File: src/rtl/minmax_peak_decimator_defines.svh
// Assertion macros shared by the min/max peak decimator RTL.
`ifndef MINMAX_PEAK_DECIMATOR_DEFINES_SVH
`define MINMAX_PEAK_DECIMATOR_DEFINES_SVH

// Same-cycle implication, checked out of reset.
`define MMPD_ASSERT_NOW(label, clk, rstn, ante, cons, msg) \
    label: assert property (@(posedge clk) disable iff (!(rstn)) (ante) |-> (cons)) \
        else $error(msg);

// Next-cycle implication, checked out of reset.
`define MMPD_ASSERT_NEXT(label, clk, rstn, ante, cons, msg) \
    label: assert property (@(posedge clk) disable iff (!(rstn)) (ante) |=> (cons)) \
        else $error(msg);

`endif

File: src/rtl/mmpd_pkg.sv
// Shared widths, constants and beat types of the min/max peak decimator.
package mmpd_pkg;

    localparam int SAMPLE_W    = 16;
    localparam int COUNT_W     = 17;
    localparam int RATIO_W     = 24;
    localparam int PHASE_W     = 25;
    localparam int S_TDATA_W   = 16;
    localparam int REC_BITS    = 2 * SAMPLE_W + COUNT_W;
    localparam int M_TDATA_W   = ((REC_BITS + 7) / 8) * 8;
    localparam int TDATA_PAD_W = M_TDATA_W - REC_BITS;

    // 1.0 in Q.8
    localparam logic [RATIO_W-1:0] ONE_Q8    = RATIO_W'(256);
    localparam logic [COUNT_W-1:0] COUNT_MAX = {COUNT_W{1'b1}};

    typedef struct packed {
        logic signed [SAMPLE_W-1:0] value;
        logic                       overflow;
    } sample_t;

    typedef struct packed {
        logic signed [SAMPLE_W-1:0] col_min;
        logic signed [SAMPLE_W-1:0] col_max;
        logic [COUNT_W-1:0]         count;
        logic                       overflow;
    } column_t;

endpackage

File: src/rtl/mmpd_in_stage.sv
// Input register stage: holds one accepted sample beat for the column update.
module mmpd_in_stage (
    input  logic                              aclk,
    input  logic                              aresetn,
    input  logic                              s_tvalid,
    output logic                              s_tready,
    input  logic [mmpd_pkg::S_TDATA_W-1:0]    s_tdata,   // [15:0] sample_value
    input  logic [0:0]                        s_tuser,   // [0] source_overflow
    input  logic                              take,
    output logic                              item_valid,
    output mmpd_pkg::sample_t                 item
);

    logic              valid_reg;
    logic              valid_next;
    mmpd_pkg::sample_t item_reg;

    assign s_tready   = !valid_reg || take;
    assign item_valid = valid_reg;
    assign item       = item_reg;

    always_comb begin
        valid_next = valid_reg && !take;
        if (s_tvalid && s_tready) begin
            valid_next = 1'b1;
        end
    end

    always_ff @(posedge aclk) begin
        if (!aresetn) begin
            valid_reg <= 1'b0;
        end else begin
            valid_reg <= valid_next;
        end
    end

    always_ff @(posedge aclk) begin
        if (s_tvalid && s_tready) begin
            item_reg.value    <= s_tdata[mmpd_pkg::SAMPLE_W-1:0];
            item_reg.overflow <= s_tuser[0];
        end
    end

endmodule

File: src/rtl/mmpd_column.sv
// Column tracker: running min/max/count/flag, phase accumulator and ratio register.
`include "minmax_peak_decimator_defines.svh"

module mmpd_column (
    input  logic                            aclk,
    input  logic                            aresetn,
    input  logic                            cfg_valid,
    output logic                            cfg_ready,
    input  logic [mmpd_pkg::RATIO_W-1:0]    cfg_data,
    input  logic                            advance,
    input  mmpd_pkg::sample_t               item,
    output logic                            emit,
    output mmpd_pkg::column_t               record
);

    logic signed [mmpd_pkg::SAMPLE_W-1:0] min_reg, min_next, min_upd;
    logic signed [mmpd_pkg::SAMPLE_W-1:0] max_reg, max_next, max_upd;
    logic [mmpd_pkg::COUNT_W-1:0]         count_reg, count_next, count_upd;
    logic                                 ovf_reg, ovf_next, ovf_upd;
    logic [mmpd_pkg::PHASE_W-1:0]         phase_reg, phase_next, phase_sum, ratio_ext;
    logic [mmpd_pkg::RATIO_W-1:0]         ratio_reg, ratio_next;

    assign cfg_ready = 1'b1;

    // Clamp the ratio to 1.0 at write time so the compare sees the effective value.
    always_comb begin
        ratio_next = ratio_reg;
        if (cfg_valid) begin
            ratio_next = (cfg_data < mmpd_pkg::ONE_Q8) ? mmpd_pkg::ONE_Q8 : cfg_data;
        end
    end

    always_comb begin
        min_upd   = ($signed(item.value) < $signed(min_reg)) ? item.value : min_reg;
        max_upd   = ($signed(item.value) > $signed(max_reg)) ? item.value : max_reg;
        count_upd = (count_reg == mmpd_pkg::COUNT_MAX) ? count_reg
                                                       : count_reg + 1'b1;
        ovf_upd   = ovf_reg || item.overflow;
        phase_sum = phase_reg + mmpd_pkg::PHASE_W'(mmpd_pkg::ONE_Q8);
        ratio_ext = {1'b0, ratio_reg};
        emit      = phase_sum > ratio_ext;

        record.col_min  = min_upd;
        record.col_max  = max_upd;
        record.count    = count_upd;
        record.overflow = ovf_upd;

        min_next   = min_reg;
        max_next   = max_reg;
        count_next = count_reg;
        ovf_next   = ovf_reg;
        phase_next = phase_reg;
        if (advance) begin
            if (emit) begin
                // restart the column from this sample, carry the excess phase
                min_next   = item.value;
                max_next   = item.value;
                count_next = mmpd_pkg::COUNT_W'(1);
                ovf_next   = 1'b0;
                phase_next = phase_sum - ratio_ext;
            end else begin
                min_next   = min_upd;
                max_next   = max_upd;
                count_next = count_upd;
                ovf_next   = ovf_upd;
                phase_next = phase_sum;
            end
        end
    end

    always_ff @(posedge aclk) begin
        if (!aresetn) begin
            min_reg   <= '0;
            max_reg   <= '0;
            count_reg <= '0;
            ovf_reg   <= 1'b0;
            phase_reg <= '0;
            ratio_reg <= mmpd_pkg::ONE_Q8;
        end else begin
            min_reg   <= min_next;
            max_reg   <= max_next;
            count_reg <= count_next;
            ovf_reg   <= ovf_next;
            phase_reg <= phase_next;
            ratio_reg <= ratio_next;
        end
    end

    `MMPD_ASSERT_NOW(a_min_le_max, aclk, aresetn, 1'b1, min_reg <= max_reg, "min above max")
    `MMPD_ASSERT_NEXT(a_restart_count, aclk, aresetn, advance && emit,
                      count_reg == mmpd_pkg::COUNT_W'(1), "column did not restart at one")

endmodule

File: src/rtl/mmpd_out_reg.sv
// Output register: holds one column record beat until the sink takes it.
module mmpd_out_reg (
    input  logic                              aclk,
    input  logic                              aresetn,
    input  logic                              load,
    input  mmpd_pkg::column_t                 record,
    output logic                              free,
    output logic                              m_tvalid,
    input  logic                              m_tready,
    output logic [mmpd_pkg::M_TDATA_W-1:0]    m_tdata,  // [15:0] column_min,
                                                        // [31:16] column_max,
                                                        // [48:32] column_count
    output logic [0:0]                        m_tuser   // [0] column_overflow
);

    logic              valid_reg;
    logic              valid_next;
    mmpd_pkg::column_t rec_reg;

    assign free     = !valid_reg || m_tready;
    assign m_tvalid = valid_reg;
    assign m_tdata  = {{mmpd_pkg::TDATA_PAD_W{1'b0}}, rec_reg.count,
                       rec_reg.col_max, rec_reg.col_min};
    assign m_tuser  = rec_reg.overflow;

    always_comb begin
        valid_next = valid_reg && !m_tready;
        if (load) begin
            valid_next = 1'b1;
        end
    end

    always_ff @(posedge aclk) begin
        if (!aresetn) begin
            valid_reg <= 1'b0;
        end else begin
            valid_reg <= valid_next;
        end
    end

    always_ff @(posedge aclk) begin
        if (load) begin
            rec_reg <= record;
        end
    end

endmodule

File: src/rtl/minmax_peak_decimator.sv
// Top level of the min/max peak decimator.
// Min/max peak-detect decimator for a display column. It takes one signed
// sample beat per clock and returns one column record (min, max, saturating
// count, sticky overflow) each time the Q17.8 phase, stepped by 1.0 per sample,
// passes the programmed samples-per-column ratio; the record includes the
// sample that closes it. The closing sample passes through one input register,
// then a combinational compare-and-add update of the column state into the
// output register, which presents the record on the master side. With
// the sink ready the block sustains one sample per clock; it stalls only when
// a record is due while the previous one has not been taken. The ratio write
// port (Q16.8, values below 1.0 act as 1.0) is always ready and is meant to be
// written while no sample is in flight. After reset min and max start at 0.
`include "minmax_peak_decimator_defines.svh"

module minmax_peak_decimator (
    input  logic                              aclk,
    input  logic                              aresetn,
    input  logic                              s_tvalid,
    output logic                              s_tready,
    input  logic [mmpd_pkg::S_TDATA_W-1:0]    s_tdata,   // [15:0] sample_value
    input  logic [0:0]                        s_tuser,   // [0] source_overflow
    output logic                              m_tvalid,
    input  logic                              m_tready,
    output logic [mmpd_pkg::M_TDATA_W-1:0]    m_tdata,   // [15:0] column_min,
                                                         // [31:16] column_max,
                                                         // [48:32] column_count
    output logic [0:0]                        m_tuser,   // [0] column_overflow
    input  logic                              cfg_valid,
    output logic                              cfg_ready,
    input  logic [mmpd_pkg::RATIO_W-1:0]      cfg_data   // sample_ratio
);

    logic              item_valid;
    mmpd_pkg::sample_t item;
    logic              emit;
    mmpd_pkg::column_t record;
    logic              out_free;
    logic              take;

    // advance the held sample unless it closes a column and the output is full
    assign take = item_valid && (!emit || out_free);

    mmpd_in_stage u_in_stage (
        .aclk       (aclk),
        .aresetn    (aresetn),
        .s_tvalid   (s_tvalid),
        .s_tready   (s_tready),
        .s_tdata    (s_tdata),
        .s_tuser    (s_tuser),
        .take       (take),
        .item_valid (item_valid),
        .item       (item)
    );

    mmpd_column u_column (
        .aclk      (aclk),
        .aresetn   (aresetn),
        .cfg_valid (cfg_valid),
        .cfg_ready (cfg_ready),
        .cfg_data  (cfg_data),
        .advance   (take),
        .item      (item),
        .emit      (emit),
        .record    (record)
    );

    mmpd_out_reg u_out_reg (
        .aclk     (aclk),
        .aresetn  (aresetn),
        .load     (take && emit),
        .record   (record),
        .free     (out_free),
        .m_tvalid (m_tvalid),
        .m_tready (m_tready),
        .m_tdata  (m_tdata),
        .m_tuser  (m_tuser)
    );

    `MMPD_ASSERT_NEXT(a_emit_shows, aclk, aresetn, take && emit, m_tvalid, "record not shown")
    `MMPD_ASSERT_NOW(a_hold_blocks, aclk, aresetn, item_valid && !take, !s_tready,
                     "input ready while held sample stalled")

endmodule

File: config.mk
export PLATFORM = sky130hd
export DESIGN_NAME = minmax_peak_decimator
export DESIGN_NICKNAME = d
export VERILOG_FILES = /design/src/rtl/mmpd_pkg.sv /design/src/rtl/mmpd_in_stage.sv /design/src/rtl/mmpd_column.sv /design/src/rtl/mmpd_out_reg.sv /design/src/rtl/minmax_peak_decimator.sv
export VERILOG_INCLUDE_DIRS = /design/src /design/src/rtl
export SDC_FILE = /design/constraint.sdc
export NUM_CORES = 1
export LEC_CHECK = 0
export BUFFER_PORTS_ARGS = -buffer_cell sky130_fd_sc_hd__clkbuf_2
export CORE_ASPECT_RATIO = 0.6
export CORE_MARGIN = 10
export CORE_UTILIZATION = 61
export CTS_BUF_LIST = sky130_fd_sc_hd__clkbuf_4 sky130_fd_sc_hd__clkbuf_8
export DETAILED_ROUTE_END_ITERATION = 8
export GPL_ROUTABILITY_DRIVEN = 0
export PLACE_DENSITY = 0.91
export REMOVE_ABC_BUFFERS = 1
export SLEW_MARGIN = 20
export SYNTH_ARGS = -nofsm -noshare
export SYNTH_HDL_FRONTEND = slang
export SYNTH_SLANG_ARGS = --single-unit
export TNS_END_PERCENT = 10
File: constraint.sdc
create_clock -name aclk -period 5.9 [get_ports aclk]
set_input_delay 0.59 -clock aclk [delete_from_list [all_inputs] [get_ports aclk]]
set_output_delay 0.59 -clock aclk [all_outputs]
set_load 0.02 [all_outputs]
* Word-level counts from Yosys, hierarchy flattened *
Cells that the tools add are included.

word-level totals
  register bits = 168
  output and inout port bits = 60
  logic and storage cells = 47

operators by class
  $add $sub $neg = 3
  $lt $le $gt $ge = 4
  equality and inequality tests = 1
  mux-type cells = 11
  reduce and logical (&&, ||, !) cells = 14

operators with widths
  cell                     count
  $mux W16                 4
  $mux W17                 2
  $add A25 B9 Y25 const B  1
  $gt A25 B24 Y1           1
  $mux W25                 1
  $sub A25 B24 Y25         1
  $lt A24 B9 Y1 const B    1
  $mux W24                 1
  $add A17 B1 Y17 const B  1
  $eq A17 B17 Y1 const B   1
  $gt A16 B16 Y1           1
  $lt A16 B16 Y1           1
  $logic_and A1 B1 Y1      5
  $logic_not A1 Y1         5
  $logic_or A1 B1 Y1       4
  $mux W1                  3

* Logic depth before layout (Yosys ltp) *
  word-level depth = 8
  depth in mapped cells = 18
  gate-level depth less buffers = 15

* By module *
From an unflattened synthesis, not the netlist that was laid out.

second synthesis, totals
  cell total of the unflattened synthesis = 943
  area, all modules = 9182.6 sq um

by module, submodules not included
  module                 times used  cells each  area each (sq um)  sequential area each (sq um)
  mmpd_column            1           856         6989.2             1981.9
  mmpd_out_reg           1           62          1606.5             1521.5
  mmpd_in_stage          1           22          568.0              530.5
  minmax_peak_decimator  1           3           18.8               0.0

* Worst setup path after synthesis *
OpenSTA, ideal clock, no wires.

  path kind = reg2reg
  start point = reg u_column.phase_reg[8] (netlist bit)
  end point = reg u_in_stage.item_reg, in the netlist u_in_stage.item[0], enable pin
  arrival = 3997 ps
  required time = 5499 ps
  slack = 1501 ps
  stages on the path, launching flop included = 17
  path buffers = 4
  clock period less this slack = 4399 ps
  path through = dfxtp_1 -> ha_1 -> nand3_1 -> or2_2 -> clkbuf_1 -> nor2_1 -> xor2_1 -> ha_1 -> clkbuf_1 -> and3_1 -> nand3_1 -> o32ai_1 -> o21ai_0 -> o21a_4 -> buf_6 -> buf_2 -> a31oi_1

between the ends
  longest elaborated chain between the ends = 7

ends and longest elaborated chain
  element                   line                         source
  start: declaration        mmpd_column.sv:20            logic [mmpd_pkg::PHASE_W-1:0] phase_reg, phase_next, phase_sum, ratio_ext;
  start signal: assignment  mmpd_column.sv:84            phase_reg <= phase_next;
  $add A25 B9 Y25           mmpd_column.sv:39            phase_sum = phase_reg + mmpd_pkg::PHASE_W'(mmpd_pkg::ONE_Q8);
  $gt A25 B24 Y1            mmpd_column.sv:41            emit = phase_sum > ratio_ext;
  $logic_not A1 Y1          minmax_peak_decimator.sv:41  assign take = item_valid && (!emit || out_free);
  $logic_or A1 B1 Y1        minmax_peak_decimator.sv:41
  $logic_and A1 B1 Y1       minmax_peak_decimator.sv:41
  $logic_or A1 B1 Y1        mmpd_in_stage.sv:18          assign s_tready = !valid_reg || take;
  $logic_and A1 B1 Y1       mmpd_in_stage.sv:38          if (s_tvalid && s_tready) begin
  end: declaration          mmpd_in_stage.sv:16          mmpd_pkg::sample_t item_reg;

Every way passes these cells.
A chain may end at the register's enable or synchronous reset.

* Final worst setup path *
  start point = reg u_column.phase_reg[10] (netlist bit)
  end point = reg u_out_reg.rec_reg, in the netlist u_out_reg.m_tdata[38], enable pin

between the ends
  longest elaborated chain between the ends = 6

ends and longest elaborated chain
  element                 line                         source
  $add A25 B9 Y25 *       mmpd_column.sv:39
  $gt A25 B24 Y1 *        mmpd_column.sv:41
  $logic_not A1 Y1        minmax_peak_decimator.sv:41
  $logic_or A1 B1 Y1      minmax_peak_decimator.sv:41
  $logic_and A1 B1 Y1     minmax_peak_decimator.sv:41
  $logic_and A1 B1 Y1 *   minmax_peak_decimator.sv:70  .load (take && emit),
  end signal: assignment  mmpd_out_reg.sv:43           rec_reg <= record;
  end: declaration        mmpd_out_reg.sv:18           mmpd_pkg::column_t rec_reg;

Every way passes the cells marked *; elsewhere a longest branch is shown, timed or not.

==> metrics.csv <==
stage;metric;value;unit
critical_path;end_kind;flop;
grt;grt_use_total;22.9;%
routing;drt_wl_total;24000;microns
sta;rsz0062_at_grt;false;
sta;clock.fmax;0.200;GHz
routing;via_per_inst;6.16;
floorplan;die_y;115;microns
layout;num-fill-cells;1040;
grt;antenna_found_initial;0;
synthesis;ys.flop_type;dfxtp_1;
grt;grt_pass1_wl;38100;microns
sta;fin_setup_tns;0;ns
worst_hold_path;min-delay-start;s_tdata[10];
grt;gr-total-overflow;0;
status;status;finished, final reports clean;
clocking;root_buffer;clkbuf_8;
synthesis;synthArstFlopShare;0;%
grt;grt_pass1_vias;7470;
critical_path;arrival;5.16;ns
sta;whs;0.301;ns
critical_path;path_class;flop to flop;
routing;ant_nets;0;
clocking;tritoncts;done;
critical_path;critPathLaunch;u_column.phase_reg[10];
grt;grt_max_degree;81;
critical_path;slowest_delay;0.55;ns
place;pre_cts_ws;1.16;ns
layout;drive_gt1_share;16.0;%
clocking;clockBufferDepth;2;
place;dp_hpwl;17100;microns
clocking;clock_latency;0.47;ns
worst_hold_path;hold_class;input port to flop;
sta;relSlewSlack;42.8;%
critical_path;path_max_fanout;31;
synthesis;syn_area_per_cell;9.36;sq um
sta;clock_skew;0.0177;ns
clocking;clock_sinks;168;
power;vdd_drop_max;0.173;mV
floorplan;core;14600;sq um
layout;area_delta_synth_final;11.1;%
layout;final_cell_count_no_fill;1270;
place;dpl.cell_count;1237;
clocking;cts_setup_buffers;0;
routing;wire_per_inst;18.9;microns
sta;timing_hold_violations_final;0;
place;placed_area;9760;sq um
synthesis;ys_seq_elements;168;
sta;worst_slew_pin_slew;0.846;ns
synthesis;yosysWarnings;0;
routing;drcViolationCount;0;
critical_path;r2r_start;u_column.phase_reg[10];
routing;vias;7828;
sta;setup_violations;0;
layout;diodes;0;
floorplan;start_util;63.0;%
floorplan;die_width;179;microns
power;leakage;4.18;nW
synthesis;syn_area;9220;sq um
clocking;h-tree-depth;4;
critical_path;cp-start-kind;flop;
run;maxCapViolations;0;
critical_path;slowest_stage;inv_2;
clocking;cts_made_buffers;17;
critical_path;cp_cell_sequence;nand3_1, nor3_1, and2_1, nand4_1, xnor2_1, ha_1, nand2_1, o21ai_0, nor3_1, o21ai_0, o21a_4, nand3_2, inv_2, buf_12;
power;power.density;327;nW/um^2
layout;nets;1163;
routing;drt_iter0_markers;1101;
place;portBuffers;97;
routing;dr.pass1.iters;9;
critical_path;worstPathRequired;6.06;ns
clocking;hold_buffers;0;
sta;fin_crit;5.00;ns
floorplan;io-pin-count;106;
synthesis;synth_edf_count;67;
clocking;cts.repair.resized;0;
critical_path;path_buf_inv;2;
floorplan;dieArea;20600;sq um
sta;finalMaxSlewViolations;0;
clocking;path_clk_slew;0.09;ns
synthesis;yosysSeqAreaShare;43.8;%
critical_path;critPathTopFamily;simple AND/OR/NAND/NOR gates;
critical_path;rrSetupSlack;0.90;ns
sta;fin_crit_sh;84.7;%
layout;final_util;69.9;%
layout;final_area;10200;sq um
synthesis;synthDistinctLibCells;63;
floorplan;rows;34;
synthesis;netlist_instances;984;
layout;largest_reg_flops;49;
power;power;3.35;mW
sta;setup_slack;0.904;ns
-- cells in the mapped netlist, drive strengths merged (14+ instances only) --
| library cell | number | area, sq um |
|---|---|---|
| a31oi | 17 | 106 |
| mux2i | 53 | 531 |
| dfxtp | 101 | 2020 |
| a21oi | 60 | 312 |
| xnor2 | 34 | 298 |
| inv | 72 | 270 |
| clkbuf | 33 | 126 |
| o21ai | 54 | 285 |
| mux2 | 17 | 191 |
| nor2 | 57 | 214 |
| nand3 | 32 | 165 |
| nand2 | 131 | 492 |
| a22oi | 14 | 105 |
| edfxtp | 67 | 2010 |
| ha | 57 | 713 |
| nand4 | 22 | 138 |
| xor2 | 15 | 131 |
| buf | 21 | 146 |
-- cells by family (layout without fill, tap and decap cells) --
logic type | after synthesis | count (layout) | share of synthesized area [%]
AOI/OAI and AO/OA | 207 | 207 | 14.6
buffers and inverters | 128 | 210 | 5.97
other | 2 | 8 | 0.0815
DFF | 168 | 168 | 43.8
xor gates and xnor gates | 49 | 49 | 4.66
muxes | 70 | 70 | 7.83
and+or+nand+nor | 302 | 302 | 15.1
adders and majority gates | 58 | 58 | 7.96
-- placed cells by master, fill, tap and decap left out, types with 6 or more instances in the layout --
cell type / n
xor2_1: 15
clkbuf_2: 97
clkbuf_8: 17
nor2b_1: 6
o21ai_0: 51
conb_1: 8
and2_1: 8
edfxtp_1: 67
ha_1: 57
nand3_1: 31
nor3_1: 12
or2_2: 6
mux2i_1: 53
and3_1: 7
nand4_1: 22
nor2_1: 57
a31oi_1: 16
inv_1: 71
xnor2_1: 34
nand2_1: 131
a22oi_1: 14
o211ai_1: 8
nor4_1: 6
a21o_1: 12
a21oi_1: 59
dfxtp_1: 101
mux2_2: 17
-- power breakdown --
part | switching (mW) | total (mW) | internal (mW) | leakage, nW
combinational | 0.651 | 1.03 | 0.382 | 2.50
sequential | 0.0683 | 1.38 | 1.31 | 1.47
clock | 0.465 | 0.936 | 0.471 | 0.212
total | 1.18 | 3.35 | 2.17 | 4.18
-- final cells by class --
cell class	instances	area, sq um	area share [%]
multi-input combinational	694	4670	45.6
sequential	168	4030	39.4
timing repair buffer	104	558	5.45
inverter	74	278	2.71
tap	198	248	2.42
clock buffer	17	234	2.29
clock inverter	15	214	2.09
-- final timing paths --
check,endpoint,depth (start not counted)
worst max-delay path,u_out_reg.m_tdata[38],14
worst min-delay path,u_in_stage.item[11],1
worst max register to register,u_out_reg.m_tdata[38],14
worst min register to register,u_column.min_reg[9],2
-- per-layer routing --
layer,part of all wire [%],GRT usage [%]
met3,11,7.56
met1,44,31.6
met5,0,0
met2,43,33.2
met4,2.6,7.62
(Power assumes the default switching activity.)
